$ cat src/hw/rtl/pal_pkg.sv
`default_nettype none
// ----------------------------------------------------------------------------
// pal_pkg: shared types and constants of the positional array list
// Entry, request and response layouts, operation codes and list sizing.
// ----------------------------------------------------------------------------
package pal_pkg;

    // Sizing is fixed by the 6-bit position and count fields.
    localparam int LIST_DEPTH  = 32;
    localparam int TITLE_BYTES = 8;
    localparam int TITLE_W     = 64;
    localparam int TIME_W      = 16;
    localparam int POS_W       = 6;
    localparam int CNT_W       = 6;
    localparam int IDX_W       = $clog2(LIST_DEPTH);
    localparam int FOUND_W     = 5;

    localparam logic [2:0] OP_INSERT = 3'd0;
    localparam logic [2:0] OP_DELETE = 3'd1;
    localparam logic [2:0] OP_GET    = 3'd2;
    localparam logic [2:0] OP_UPDATE = 3'd3;
    localparam logic [2:0] OP_FIND   = 3'd4;
    localparam logic [2:0] OP_CLEAR  = 3'd5;

    typedef struct packed {
        logic [TITLE_W-1:0] title;
        logic [TIME_W-1:0]  play_time;
    } t_entry;

    // Per-cell command: load the new entry, take the left or the right neighbor.
    typedef struct packed {
        logic load;
        logic from_prev;
        logic from_next;
    } t_cell_ctl;

    typedef struct packed {
        logic [2:0]         op;
        logic [POS_W-1:0]   position;
        logic               append;
        logic [TITLE_W-1:0] new_title;
        logic [TIME_W-1:0]  new_play_time;
    } t_req;

    typedef struct packed {
        logic               ok;
        logic [FOUND_W-1:0] found_position;
        logic [TITLE_W-1:0] read_title;
        logic [TIME_W-1:0]  read_play_time;
        logic [CNT_W-1:0]   entry_count;
    } t_rsp;

endpackage
`default_nettype wire

$ cat src/hw/rtl/pal_cell.sv
`default_nettype none
// ----------------------------------------------------------------------------
// pal_cell: one position of the list
// Holds one entry, shifts it to or from its neighbors and compares its title.
// ----------------------------------------------------------------------------
module pal_cell
    import pal_pkg::*;
(
    input  wire                i_clk,
    input  wire  t_cell_ctl    i_ctl,
    input  wire  t_entry       i_prev,
    input  wire  t_entry       i_next,
    input  wire  t_entry       i_new,
    input  wire  [TITLE_W-1:0] i_key,
    output t_entry             o_entry,
    output logic               o_match
);

    t_entry r_entry;
    t_entry n_entry;
    logic   r_match;

    always_comb begin
        n_entry = r_entry;
        if (i_ctl.load) begin
            n_entry = i_new;
        end else if (i_ctl.from_prev) begin
            n_entry = i_prev;
        end else if (i_ctl.from_next) begin
            n_entry = i_next;
        end
    end

    // The match is taken on the contents before this cycle's update.
    always_ff @(posedge i_clk) begin
        r_entry <= n_entry;
        r_match <= (r_entry.title == i_key);
    end

    assign o_entry = r_entry;
    assign o_match = r_match;

endmodule
`default_nettype wire

$ cat config.mk
export PLATFORM = sky130hd
export DESIGN_NAME = pal_cell
export DESIGN_NICKNAME = d
export VERILOG_FILES = /design/src/hw/rtl/pal_pkg.sv /design/src/hw/rtl/pal_cell.sv
export SDC_FILE = /design/constraint.sdc
export NUM_CORES = 1
export LEC_CHECK = 0
export ABC_AREA = 1
export ABC_CLOCK_PERIOD_IN_PS = 2680
export BUFFER_PORTS_ARGS = -buffer_cell sky130_fd_sc_hd__buf_2
export CAP_MARGIN = 0
export CORE_AREA = 2 2 153 155
export DETAILED_ROUTE_END_ITERATION = 12
export DIE_AREA = 0 0 155 157
export PLACE_DENSITY = 0.56
export SLEW_MARGIN = 20
export SYNTH_ARGS = -nofsm -noshare
export SYNTH_HDL_FRONTEND = slang
export SYNTH_SLANG_ARGS = --single-unit
export TNS_END_PERCENT = 100
$ cat constraint.sdc
create_clock -name i_clk -period 2.68 [get_ports i_clk]
set_clock_uncertainty 0.15 [all_clocks]
set_input_delay 0.134 -clock i_clk [delete_from_list [all_inputs] [get_ports i_clk]]
set_output_delay 0.134 -clock i_clk [all_outputs]
set_load 0.02 [all_outputs]
=== Word level (Yosys, flattened, before mapping) ===
Index checks and enable logic that the tools add are counted.

* Latch bits: 0
* Register bits after elaboration: 81
* Memory bits (read-only): 0
* Memories kept: 0
* Bits in writable memories: 0
* Input port bits: 308
* Output and inout bits: 81

* Divide/modulo/power cells: 0
* Shift-type cells: 0
* Muxes and demuxes: 3
* Order comparisons: 0
* Bitwise gates (word level): 0
* Eq/ne operators: 1
* Reductions and logical operators: 1
* Add/sub/neg operators: 0
* Multipliers: 0

{| class="wikitable"
|+ Operators by type and width
! kind !! count
|-
| 80-bit 2-to-1 mux || 3
|-
| 64-bit equality test || 1
|-
| 3-bit nonzero test || 1
|}

=== Logic depth before layout (Yosys ltp) ===
Gate-level depths: netlist (run 1).

* Depth in word-level cells: 3
* Mapped depth: 9
* Gate-level depth less buffers: 9

=== Worst setup path after synthesis (run 1) ===
No wires, ideal clock.

* Path kind: in2reg
* From: input i_ctl[1] (netlist bit)
* To: register r_entry, in the netlist o_entry[0] (enable)
* Data required time: 2.089 ns
* Arrival: 2.239 ns
* Cell stages on the path: 4
* Slack: -0.150 ns
* Library setup time: 0.441 ns
* Path through: buf_4 -> buf_2 -> nor2_1 -> nand2_1

* Word-level cells in the longest chain between the ends: 1

{| class="wikitable"
|+ Ends and longest elaborated chain
! what !! line !! text
|-
| from (decl) || pal_cell.sv:10 || <nowiki>input wire t_cell_ctl i_ctl,</nowiki>
|-
| 3-bit nonzero test (no line) || -- ||
|-
| to (signal assigned) || pal_cell.sv:36 || <nowiki>r_entry <= n_entry;</nowiki>
|-
| to (decl) || pal_cell.sv:19 || <nowiki>t_entry r_entry;</nowiki>
|}

No other way between the ends.
A chain may end at the register's enable or synchronous reset.

==> summary.md, run 1 <==
| Metric | Value |
|---|---|
| Status | `finished, final reports clean` |
| Number of antenna violations at the first check in global routing | `0` |
| Mapped Cells | `606` |
| Area grow syn2layout | `72.6%` |
| Netlist Area Pre-Place | `4990 um2` |
| Setup violators final | `0` |
| FP Rows | `55` |
| Max-Cap Viols | `0` |
| Setup TNS | `0 ns` |
| Yosys warning count | `0` |
| Unrepaired setup endpoints after global routing | `no` |
| Power per cell area | `481 nW/um2` |
| Total core area | `22,500 um2` |
| Layout net count | `1,406` |
| Setup WS pre-CTS | `1.00 ns` |
| Overall Global Routing Usage | `0.157` |
| Mapped Avg Cell Area | `8.23 um2` |
| RR Startpoint | `o_entry[77]` |
| Tcrit/Tclk final | `0.681` |
| RD Place Congestion | `0.805` |
| Postcts setup bufs | `0` |
| Pin count of the biggest net entering global routing | `81` |
| Crit path capture type | `flip-flop` |
| CP required | `2.73 ns` |
| Yosys reg bits | `81` |
| R2R depth | `7` |
| Vias post-DR | `6,135` |
| Clock buffer depth | `2` |
| Die extent in y | `157 um` |
| Flop2flop setup slack | `1.08 ns` |
| CTS Sinks | `81` |
| Later-pin clock latency in the skew report | `0.34 ns` |
| Final worst setup slack | `0.854 ns` |
| Vias in the first global route | `5,928` |
| Fin. Hold Viols | `0` |
| Detailed-route DRC error count | `0` |
| Finished Core Util | `0.382` |
| Crit path max fanout | `80` |
| Overflow after GRT | `0` |
| Tmin final | `1.83 ns` |
| Pleak | `4.01 nW` |
| N_diodes | `0` |
| Drt first pass iters | `5` |
| DRT iter0 DRCs | `321` |
| Root Driver | `clkbuf_16` |
| Post-CTS Resized | `0` |
| Syn Nets | `914` |
| Worst Path Arrival | `1.87 ns` |
| Total Wirelength | `20.4 mm` |
| Die Wd | `155 um` |
| Share of cells above drive strength 1 | `0.373` |
| CTS buffer count | `9` |
| CTS tree | `done` |
| Routed Antenna Nets | `0` |
| Die area | `24,300 um2` |
| CTS H-tree depth | `3` |
| First-pass GRT wire length | `29.9 mm` |
| Crit Path Class | `in -> reg` |
| Drt wl/cell | `14.7 um` |
| Distinct cells, synth | `12` |
| Clock transition at path regs | `0.07 ns` |
| Post-synthesis sequential area ratio | `0.486` |
| Worst-margin pin slew | `0.943 ns` |
| Starting Density | `0.222` |
| DP Area | `7110 um2` |
| Max-slew headroom | `0.371` |
| Io pins | `389` |
| Slew Viols, Final | `0` |
| VDD IR max | `225 uV` |
| RR Endpoint | `o_match` |
| FMAX | `548 MHz` |
| Post-Layout Inst Area | `8610 um2` |
| # port buffers | `388` |
| DP HPWL | `14.4 mm` |
| Min-delay src | `i_new[43]` |
| Hold/Removal Path Class | `in -> reg` |
| WHS Path Cells | `3` |
| Hold path endpoint | `o_entry[43]` |
| Worst Hold Slack | `0.00775 ns` |
| Via/cell ratio | `4.42` |
| Worst Setup Start Kind | `primary input` |
-- flip-flops by register name, summed over array words and instances (netlist names) --
signal	count
o_match	1
o_entry	80
-- layout make-up --
cell class / count / area [um2]
Timing Repair Buffer: 515 / 3210
Clock buffer: 10 / 229
Tap cell: 285 / 357
Clock inverter: 5 / 57.6
Fill cell: 2330 / 13900
Inverter: 22 / 90.1
Multi-Input combinational cell: 469 / 2240
Sequential cell: 81 / 2420
-- critical path, cell delays in order --
cell and delay (ns):
buf_2 0.11, buf_4 0.72, a21oi_1 0.08, a21oi_1 0.18, dlygate4sd3_1 0.60
-- through the flow --
stage	instances	total power, mW
final	1387	4.14
after global routing	1387	4.36
after CTS	1387	4.18
after detailed placement	1251	2.73
after global placement	1251	2.72
after floorplan	606	2.26
-- synth_stat cells --
library cell | n | area share
inv_6 | 1 | 0.0018
xnor2_1 | 54 | 0.095
inv_4 | 1 | 0.0013
inv_1 | 20 | 0.015
nor2_1 | 102 | 0.077
buf_4 | 9 | 0.014
a21oi_1 | 160 | 0.16
dfxtp_1 | 1 | 0.0040
buf_2 | 17 | 0.017
nand2_1 | 153 | 0.12
buf_6 | 8 | 0.018
edfxtp_1 | 80 | 0.48
-- cells in the final DEF (no fill, tap or decap), drive strengths merged --
| cell type | n |
|---|---|
| buf | 394 |
| a21oi | 160 |
| nand2 | 153 |
| dlygate4sd3 | 121 |
| nor2 | 102 |
| edfxtp | 80 |
| xnor2 | 54 |
| inv | 22 |
| clkbuf | 10 |
| clkinvlp | 3 |
| clkinv | 1 |
| bufinv | 1 |
| dfxtp | 1 |
-- worst max-delay path by stage --
stage	from	end	slack, ns	cells after the start
after CTS	i_ctl[1]	o_entry[11]	0.96	5
after floorplan	i_ctl[1]	o_entry[0]	0.62	4
after global placement	o_entry[77]	o_match	0.99	7
after global routing	i_ctl[2]	o_entry[32]	0.78	5
final	i_ctl[2]	o_entry[28]	0.85	5
after detailed placement	o_entry[77]	o_match	1.0	7
-- where the power goes --
| group | switching, mW | leakage (nW) | internal [mW] |
|---|---|---|---|
| logic | 0.628 | 3.05 | 0.596 |
| registers | 0.0927 | 0.829 | 1.57 |
| clock network | 0.544 | 0.131 | 0.717 |
-- cells by family (layout without fill, tap and decap cells) --
kind of cell              count (synthesis)  in the layout  share of synthesized area
AOI/OAI and AO/OA                       160            160                      0.161
xor gates and xnor gates                 54             54                     0.0949
buffers and inverters                    56            552                     0.0668
and+or+nand+nor                         255            255                      0.192
DFF                                      81             81                      0.486
-- routing by layer --
metal	vias up	GRT usage	part of all wire
met1	2817	0.174	0.39
met4	0	0.0467	0.018
met5	-	0	0
met3	23	0.0446	0.080
li1	2997	-	-
met2	298	0.291	0.52
-- timing repair --
action,CTS,global route
hold buffers,121,0
endpoints found under the setup margin,0,0
endpoints found under the hold margin,72,0
Power figures use the tool's default switching activity.
==> run 2: changes to the inputs <==
--- a/config.mk
+++ b/config.mk
@@ -6,7 +6,7 @@
 export NUM_CORES = 1
 export LEC_CHECK = 0
 export ABC_AREA = 1
-export ABC_CLOCK_PERIOD_IN_PS = 2680
+export ABC_CLOCK_PERIOD_IN_PS = 1500
 export BUFFER_PORTS_ARGS = -buffer_cell sky130_fd_sc_hd__buf_2
 export CAP_MARGIN = 0
 export CORE_AREA = 2 2 153 155
==> constraint.sdc (replaced) <==
create_clock -name i_clk -period 1.5 [get_ports i_clk]
set_clock_uncertainty 0.15 [all_clocks]
set_input_delay 0.075 -clock i_clk [delete_from_list [all_inputs] [get_ports i_clk]]
set_output_delay 0.075 -clock i_clk [all_outputs]
set_load 0.02 [all_outputs]
==> run 2 against run 1 <==
The flow now finishes with violations (hold timing, setup timing). Utilization increased by 2.7 points. Combinational power increased by 93%. Clock power increased by 78%. Power increased by 82%.
==> summary.md, run 2 (same netlist as run 1, synthesis figures left out) <==
| Metric | Value |
|---|---|
| Later-pin clock latency in the skew report | `0.34 ns` |
| DP Area | `7320 um2` |
| Comb power frac | `0.313` |
| Cell repeated most along the worst path | `dlygate4sd3_1` |
| Filler cells | `2,227` |
| Most common cell after layout, fill and taps aside | `buf_2` |
| Worst Path Arrival | `1.46 ns` |
| Finished Core Util | `0.409` |
| Max-Cap Viols | `0` |
| Clock transition at path regs | `0.07 ns` |
| FMAX | `658 MHz` |
| Sw power | `2.28 mW` |
| Area of the multi-input gates | `2360 um2` |
| Total core area | `22,500 um2` |
| Drt first pass iters | `4` |
| Finished Layout Cells | `1,427` |
| Worst Setup Start Kind | `primary input` |
| Worst Hold Slack | `-0.0623 ns` |
| Placed insts | `1,264` |
| Io pins | `389` |
| FP Rows | `55` |
| Share of cells above drive strength 1 | `0.401` |
| CP max stage delay | `0.57 ns` |
| Vias post-DR | `6,261` |
| Tmin final | `1.52 ns` |
| P_int | `5.27 mW` |
| Failing checks | `hold timing, setup timing` |
| Worst-margin pin slew | `0.297 ns` |
| Drt wl/cell | `14.6 um` |
| Detailed-route DRC error count | `0` |
| CTS buffer count | `9` |
| Setup violators final | `2` |
| Die area | `24,300 um2` |
| # port buffers | `388` |
| Die extent in y | `157 um` |
| Total Wirelength | `20.8 mm` |
| Unrepaired setup endpoints after global routing | `no` |
| First-pass GRT wire length | `31.0 mm` |
| N_diodes | `0` |
| Hold/Removal Path Class | `in -> reg` |
| Root Driver | `clkbuf_16` |
| DP HPWL | `15.4 mm` |
| Via/cell ratio | `4.39` |
| Fin. Hold Viols | `20` |
| Pleak | `4.31 nW` |
| Crit Path Class | `in -> reg` |
| Die Wd | `155 um` |
| Clock buffer depth | `2` |
| Crit path max fanout | `1` |
| Power per cell area | `819 nW/um2` |
| Max reg flops | `80` |
| Slew Viols, Final | `0` |
| CTS Sinks | `81` |
| Vias in the first global route | `6,371` |
| Routed Antenna Nets | `0` |
| Overall Global Routing Usage | `0.162` |
| Status | `finished, violations left` |
| Reg power frac | `0.391` |
| CP required | `1.44 ns` |
| Crit path cell chain | `dlygate4sd3_1, buf_2, nor2_1, a21oi_1, dlygate4sd3_1` |
| VDD IR max | `430 uV` |
| Overflow after GRT | `0` |
| Final Power | `7.55 mW` |
| Max-slew headroom | `0.802` |
| Pin count of the biggest net entering global routing | `46` |
| Area grow syn2layout | `84.7%` |
| FF+latch area | `2420 um2` |
| Layout net count | `1,445` |
| Number of antenna violations at the first check in global routing | `1` |
| Sw Share | `0.302` |
| CTS tree | `done` |
| Post-Layout Inst Area | `9210 um2` |
| RD Place Congestion | `0.783` |
| Tcrit/Tclk final | `1.01` |
| CP max stage cell | `dlygate4sd3_1` |
| DRT iter0 DRCs | `344` |
| Final worst setup slack | `-0.0191 ns` |
| CTS H-tree depth | `3` |
| WP buf/inv | `3` |
| CP top delay family | `buffers and inverters` |
| Starting Density | `0.222` |
| Most frequent cells in the layout | `buf_2 (387), a21oi_1 (160), nand2_1 (151)` |
| Clock Power Share | `0.296` |
| Crit path capture type | `flip-flop` |
## run 2: cell types whose count changed in the layout (fill, tap and decap cells not counted), sizes merged
cell and delta:
clkbuf +2, dlygate4sd3 +16, buf +14, clkinvlp -1
dlymetal6s4s +9
## run 2: timing repair
item / CTS / global route
setup buffers: 0 / 1
gates cloned: 0 / 0
pin swaps: 0 / 4
hold endpoints to repair: 80 / 12
hold buffers: 161 / 13
resized for setup: 3 / 42
setup endpoints to repair: 1 / 48
## run 2: power groups by stage
stage          sequential (mW)  combinational, mW  clock (mW)
6_report                  2.95               2.36        2.24
5_1_grt                   2.98               2.56        2.41
3_5_place_dp              2.99               1.96           0
3_3_place_gp              2.97               1.96           0
4_1_cts                   2.95               2.37        2.33
2_1_floorplan             3.32              0.722           0
## run 2: layout make-up
| class | count | area share |
|---|---|---|
| Clock buffer | 12 | 0.0257 |
| Clock inverter | 4 | 0.00584 |
| Inverter | 22 | 0.00978 |
| Multi-Input combinational cell | 469 | 0.256 |
| Sequential cell | 81 | 0.263 |
| Tap cell | 285 | 0.0387 |
| Timing Repair Buffer | 554 | 0.401 |
## run 2: worst paths after layout
| check | startpoint | endpoint | slack (ns) | cells past startpoint |
|---|---|---|---|---|
| worst max-delay path | i_new[44] | o_entry[44] | -0.02 | 5 |
| worst min-delay path | i_prev[22] | o_entry[22] | -0.06 | 3 |
| worst max register to register | o_entry[74] | o_match | 0.10 | 7 |
| worst min register to register | o_entry[37] | o_match | 0.55 | 7 |
## run 2: metal layers
layer,global-route usage,vias up,part of all wire
met5,0,-,0.00048
met4,0.0816,2,0.038
met3,0.0394,51,0.073
met2,0.298,314,0.50
met1,0.174,2818,0.38
li1,-,3076,-
## run 2: worst reg2reg max path, cell delays in order, from the launching register on
cell,delay (ns)
edfxtp_1,0.42
xnor2_2,0.18
nand2_1,0.08
nor2_1,0.12
nand2_2,0.10
nor2_4,0.13
nand2_1,0.08
nor2_1,0.09
## run 2: through the flow
step	worst slack (ns)	setup TNS, ns
finish	-0.0191	-0.0202
global route	0.0000440	0
CTS	0.0124	0
detailed placement	-0.0917	-0.0917
global placement	-0.0853	-0.0853
floorplan	0.0906	0
==> run 3: changes to the inputs <==
--- a/config.mk
+++ b/config.mk
@@ -9,10 +9,12 @@
 export ABC_CLOCK_PERIOD_IN_PS = 1500
 export BUFFER_PORTS_ARGS = -buffer_cell sky130_fd_sc_hd__buf_2
 export CAP_MARGIN = 0
-export CORE_AREA = 2 2 153 155
+export CORE_AREA = 2 2 151 153
+export CTS_BUF_LIST = sky130_fd_sc_hd__clkbuf_2
 export DETAILED_ROUTE_END_ITERATION = 12
-export DIE_AREA = 0 0 155 157
-export PLACE_DENSITY = 0.56
+export DIE_AREA = 0 0 153 155
+export PLACE_DENSITY = 0.57
+export RECOVER_POWER = 50
 export SLEW_MARGIN = 20
 export SYNTH_ARGS = -nofsm -noshare
 export SYNTH_HDL_FRONTEND = slang
==> run 3 against run 2 <==
The run now fails in clock tree synthesis. Synthesized cell count stayed put. Synthesized area stayed put.
==> summary.md, run 3 <==
| Metric | Value |
|---|---|
| Die extent in y | `155 um` |
| Distinct cells, synth | `12` |
| DP HPWL | `14.4 mm` |
| Top cells by area, synth | `edfxtp_1 (48%), a21oi_1 (16%), nand2_1 (12%)` |
| Post-synthesis sequential area ratio | `0.486` |
| Main combinational cell family by area after synthesis | `simple AND/OR/NAND/NOR gates` |
| Die Wd | `153 um` |
| Yosys warning count | `0` |
| Starting Density | `0.224` |
| Number of synthesized flops with an enable pin | `80` |
| Area share of and/or/nand/nor cells after synthesis | `0.192` |
| Mapped Cells | `606` |
| CTS Sinks | `81` |
| Root Driver | `clkbuf_2` |
| Count leader, synth | `a21oi_1` |
| CTS buffer count | `9` |
| # port buffers | `388` |
| Predominant post-synthesis flop cell | `edfxtp_1` |
| Mapped Avg Cell Area | `8.23 um2` |
| Syn Nets | `914` |
| Ys async rst share | `0` |
| Synth Area in XOR/XNOR | `0.0949` |
| Clock buffer depth | `2` |
| Post-synthesis compound-gate area fraction | `0.161` |
| CTS H-tree depth | `3` |
| Yosys reg bits | `81` |
| Placed insts | `1,256` |
| Mux contribution to synthesized area | `0` |
| Synth area leader | `edfxtp_1` |
| Io pins | `389` |
| Netlist Area Pre-Place | `4990 um2` |
| Synth top area share | `0.482` |
| Post-CTS Resized | `70` |
| CTS Hold Bufs | `259` |
| Postcts setup bufs | `19` |
| Status | `stopped before the end` |
| RD Place Congestion | `0.825` |
| Err | `[ERROR RSZ-0060] Max buffer count reached.` |
| Synth top cells by count | `a21oi_1 (160), nand2_1 (153), nor2_1 (102)` |
| Failed at | `clock tree synthesis` |
| FP Rows | `55` |
| Synth Area in Adders | `0` |
## run 3: through the flow
step	worst slack [ns]	hold slack, ns	area, um2	TNS [ns]
after floorplan	0.0906	0.155	5000	0
after global placement	-0.112	0.247	7260	-0.112
after detailed placement	-0.107	0.252	7260	-0.107
## run 3: kinds of logic after synthesis
logic type / Yosys count
AO/OA/AOI/OAI: 160
XOR/XNOR: 54
buffers and inverters: 56
flip-flops: 81
AND/OR/NAND/NOR: 255
==> run 4: changes to the inputs <==
--- a/config.mk
+++ b/config.mk
@@ -6,14 +6,13 @@
 export NUM_CORES = 1
 export LEC_CHECK = 0
 export ABC_AREA = 1
-export ABC_CLOCK_PERIOD_IN_PS = 1500
+export ABC_CLOCK_PERIOD_IN_PS = 2000
 export BUFFER_PORTS_ARGS = -buffer_cell sky130_fd_sc_hd__buf_2
 export CAP_MARGIN = 0
-export CORE_AREA = 2 2 151 153
-export CTS_BUF_LIST = sky130_fd_sc_hd__clkbuf_2
+export CORE_AREA = 2 2 149 151
 export DETAILED_ROUTE_END_ITERATION = 12
-export DIE_AREA = 0 0 153 155
-export PLACE_DENSITY = 0.57
+export DIE_AREA = 0 0 151 153
+export PLACE_DENSITY_LB_ADDON = 0.15
 export RECOVER_POWER = 50
 export SLEW_MARGIN = 20
 export SYNTH_ARGS = -nofsm -noshare
==> constraint.sdc (replaced) <==
create_clock -name i_clk -period 2 [get_ports i_clk]
set_clock_uncertainty 0.15 [all_clocks]
set_input_delay 0.1 -clock i_clk [delete_from_list [all_inputs] [get_ports i_clk]]
set_output_delay 0.1 -clock i_clk [all_outputs]
set_load 0.02 [all_outputs]
==> run 4 against run 3 <==
The flow now finishes, with violations (hold timing).
==> summary.md, run 4 (same netlist as run 1, synthesis figures left out) <==
| Metric | Value |
|---|---|
| Status | `finished, violations left` |
| Failing checks | `hold timing` |
| Finished Layout Cells | `1,421` |
| Crit path capture | `o_entry[53]` |
| Routed Antenna Nets | `0` |
| Worst Hold Slack | `-0.00272 ns` |
| Crit path max fanout | `42` |
| Share of cells above drive strength 1 | `0.339` |
| CTS tree | `done` |
| # port buffers | `388` |
| Total core area | `21,500 um2` |
| FP Rows | `54` |
| Max-Cap Viols | `0` |
| Met3 wire len | `1.82 mm` |
| Tmin final | `1.68 ns` |
| Setup violators final | `0` |
| Reg power frac | `0.386` |
| Crit path capture type | `flip-flop` |
| DRT iter0 DRCs | `155` |
| Hold/Removal Path Class | `in -> reg` |
| Detailed-route DRC error count | `0` |
| Die Wd | `151 um` |
| Crit Path Class | `in -> reg` |
| RD Place Congestion | `0.803` |
| Setup TNS | `0 ns` |
| Starting Density | `0.232` |
| Number of antenna violations at the first check in global routing | `3` |
| Power per cell area | `640 nW/um2` |
| Clock transition at path regs | `0.06 ns` |
| Vias post-DR | `6,184` |
| N_diodes | `0` |
| Area grow syn2layout | `80.1%` |
| Die extent in y | `153 um` |
| Most frequent cells in the layout | `buf_2 (353), a21oi_1 (160), nand2_1 (153)` |
| Worst-margin pin slew | `0.710 ns` |
| Clock Power Share | `0.314` |
| Flop2flop setup slack | `0.47 ns` |
| RR Startpoint | `o_entry[17]` |
| Placed insts | `1,257` |
| Routed length on met2 | `10.9 mm` |
| CTS H-tree depth | `3` |
| Setup WS pre-CTS | `0.392 ns` |
| CTS buffer count | `9` |
| Most common cell after layout, fill and taps aside | `buf_2` |
| CTS Sinks | `81` |
| Clock buffer depth | `2` |
| RR Endpoint | `o_match` |
| Drt first pass iters | `5` |
| VDD IR max | `342 uV` |
| Metal-1 WL | `7.92 mm` |
| Layout net count | `1,444` |
| Fin. Hold Viols | `1` |
| Io pins | `389` |
| Drt wl/cell | `15.0 um` |
| Overall Global Routing Usage | `0.176` |
| Later-pin clock latency in the skew report | `0.35 ns` |
| Worst Setup Start Kind | `primary input` |
| Total Wirelength | `21.3 mm` |
| Slew Viols, Final | `0` |
| Finished Core Util | `0.418` |
| First-pass GRT wire length | `31.1 mm` |
| Unrepaired setup endpoints after global routing | `no` |
| Root Driver | `clkbuf_16` |
| Final worst setup slack | `0.321 ns` |
| Pin count of the biggest net entering global routing | `43` |
| Sw Share | `0.297` |
| Sw power | `1.71 mW` |
| R2R depth | `7` |
| Pleak | `4.11 nW` |
| Via/cell ratio | `4.35` |
| CP required | `2.05 ns` |
| Postcts setup bufs | `0` |
| Vias in the first global route | `6,230` |
| Comb power frac | `0.300` |
| Max reg flops | `80` |
| FMAX | `595 MHz` |
| P_int | `4.04 mW` |
| Tcrit/Tclk final | `0.840` |
| Overflow after GRT | `0` |
| CP startpoint | `i_ctl[2]` |
| Top Layer Used | `met5` |
| Worst Path Arrival | `1.73 ns` |
| DP HPWL | `16.3 mm` |
| Max-slew headroom | `0.526` |
| Die area | `23,100 um2` |
[run 4: repair_timing]
item | in CTS | in global routing
gates resized for setup | 0 | 0
endpoints found under the setup margin | 0 | 0
hold buffers | 148 | 0
endpoints found under the hold margin | 76 | 0
[run 4: final cells by class]
class,instances,area (um2)
Fill cell,2243,12500
Timing Repair Buffer,553,3570
Sequential cell,81,2420
Multi-Input combinational cell,469,2230
Tap cell,280,350
Clock buffer,9,225
Clock inverter,7,93.8
Inverter,22,90.1
[run 4: how the worst min path moves through the flow]
stage	startpoint	to	slack, ns	cells after the start
global route	i_next[7]	o_entry[7]	0.001	3
floorplan	i_new[0]	o_entry[0]	0.18	2
global placement	i_new[51]	o_entry[51]	0.28	3
detailed placement	i_new[14]	o_entry[14]	0.28	3
CTS	i_next[42]	o_entry[42]	0.002	3
finish	i_new[3]	o_entry[3]	-0.003	3
[run 4: per-layer routing]
metal,up-vias,global-route usage
li1,3079,-
met1,2793,0.177
met2,274,0.338
met3,34,0.0475
met4,4,0.0694
met5,-,0
[run 4: metrics by stage]
step	power [mW]	area (um2)	hold WS (ns)
6_report	5.75	8980	-0.00272
5_1_grt	6.07	8980	0.00110
2_1_floorplan	3.03	4990	0.180
4_1_cts	5.85	9040	0.00197
3_3_place_gp	3.73	7240	0.276
3_5_place_dp	3.73	7240	0.277
[run 4: critical path: stages]
cell	delay (ns)
clkbuf_1	0.21
buf_12	0.27
buf_4	0.31
a21oi_1	0.07
a21oi_1	0.15
dlygate4sd3_1	0.57
[run 4: power by group through the flow]
stage,clock [mW],sequential (mW),combinational [mW]
final,1.81,2.22,1.73
after global routing,1.93,2.25,1.89
after CTS,1.86,2.22,1.76
after detailed placement,0,2.26,1.47
after global placement,0,2.25,1.48
after floorplan,0,2.49,0.539
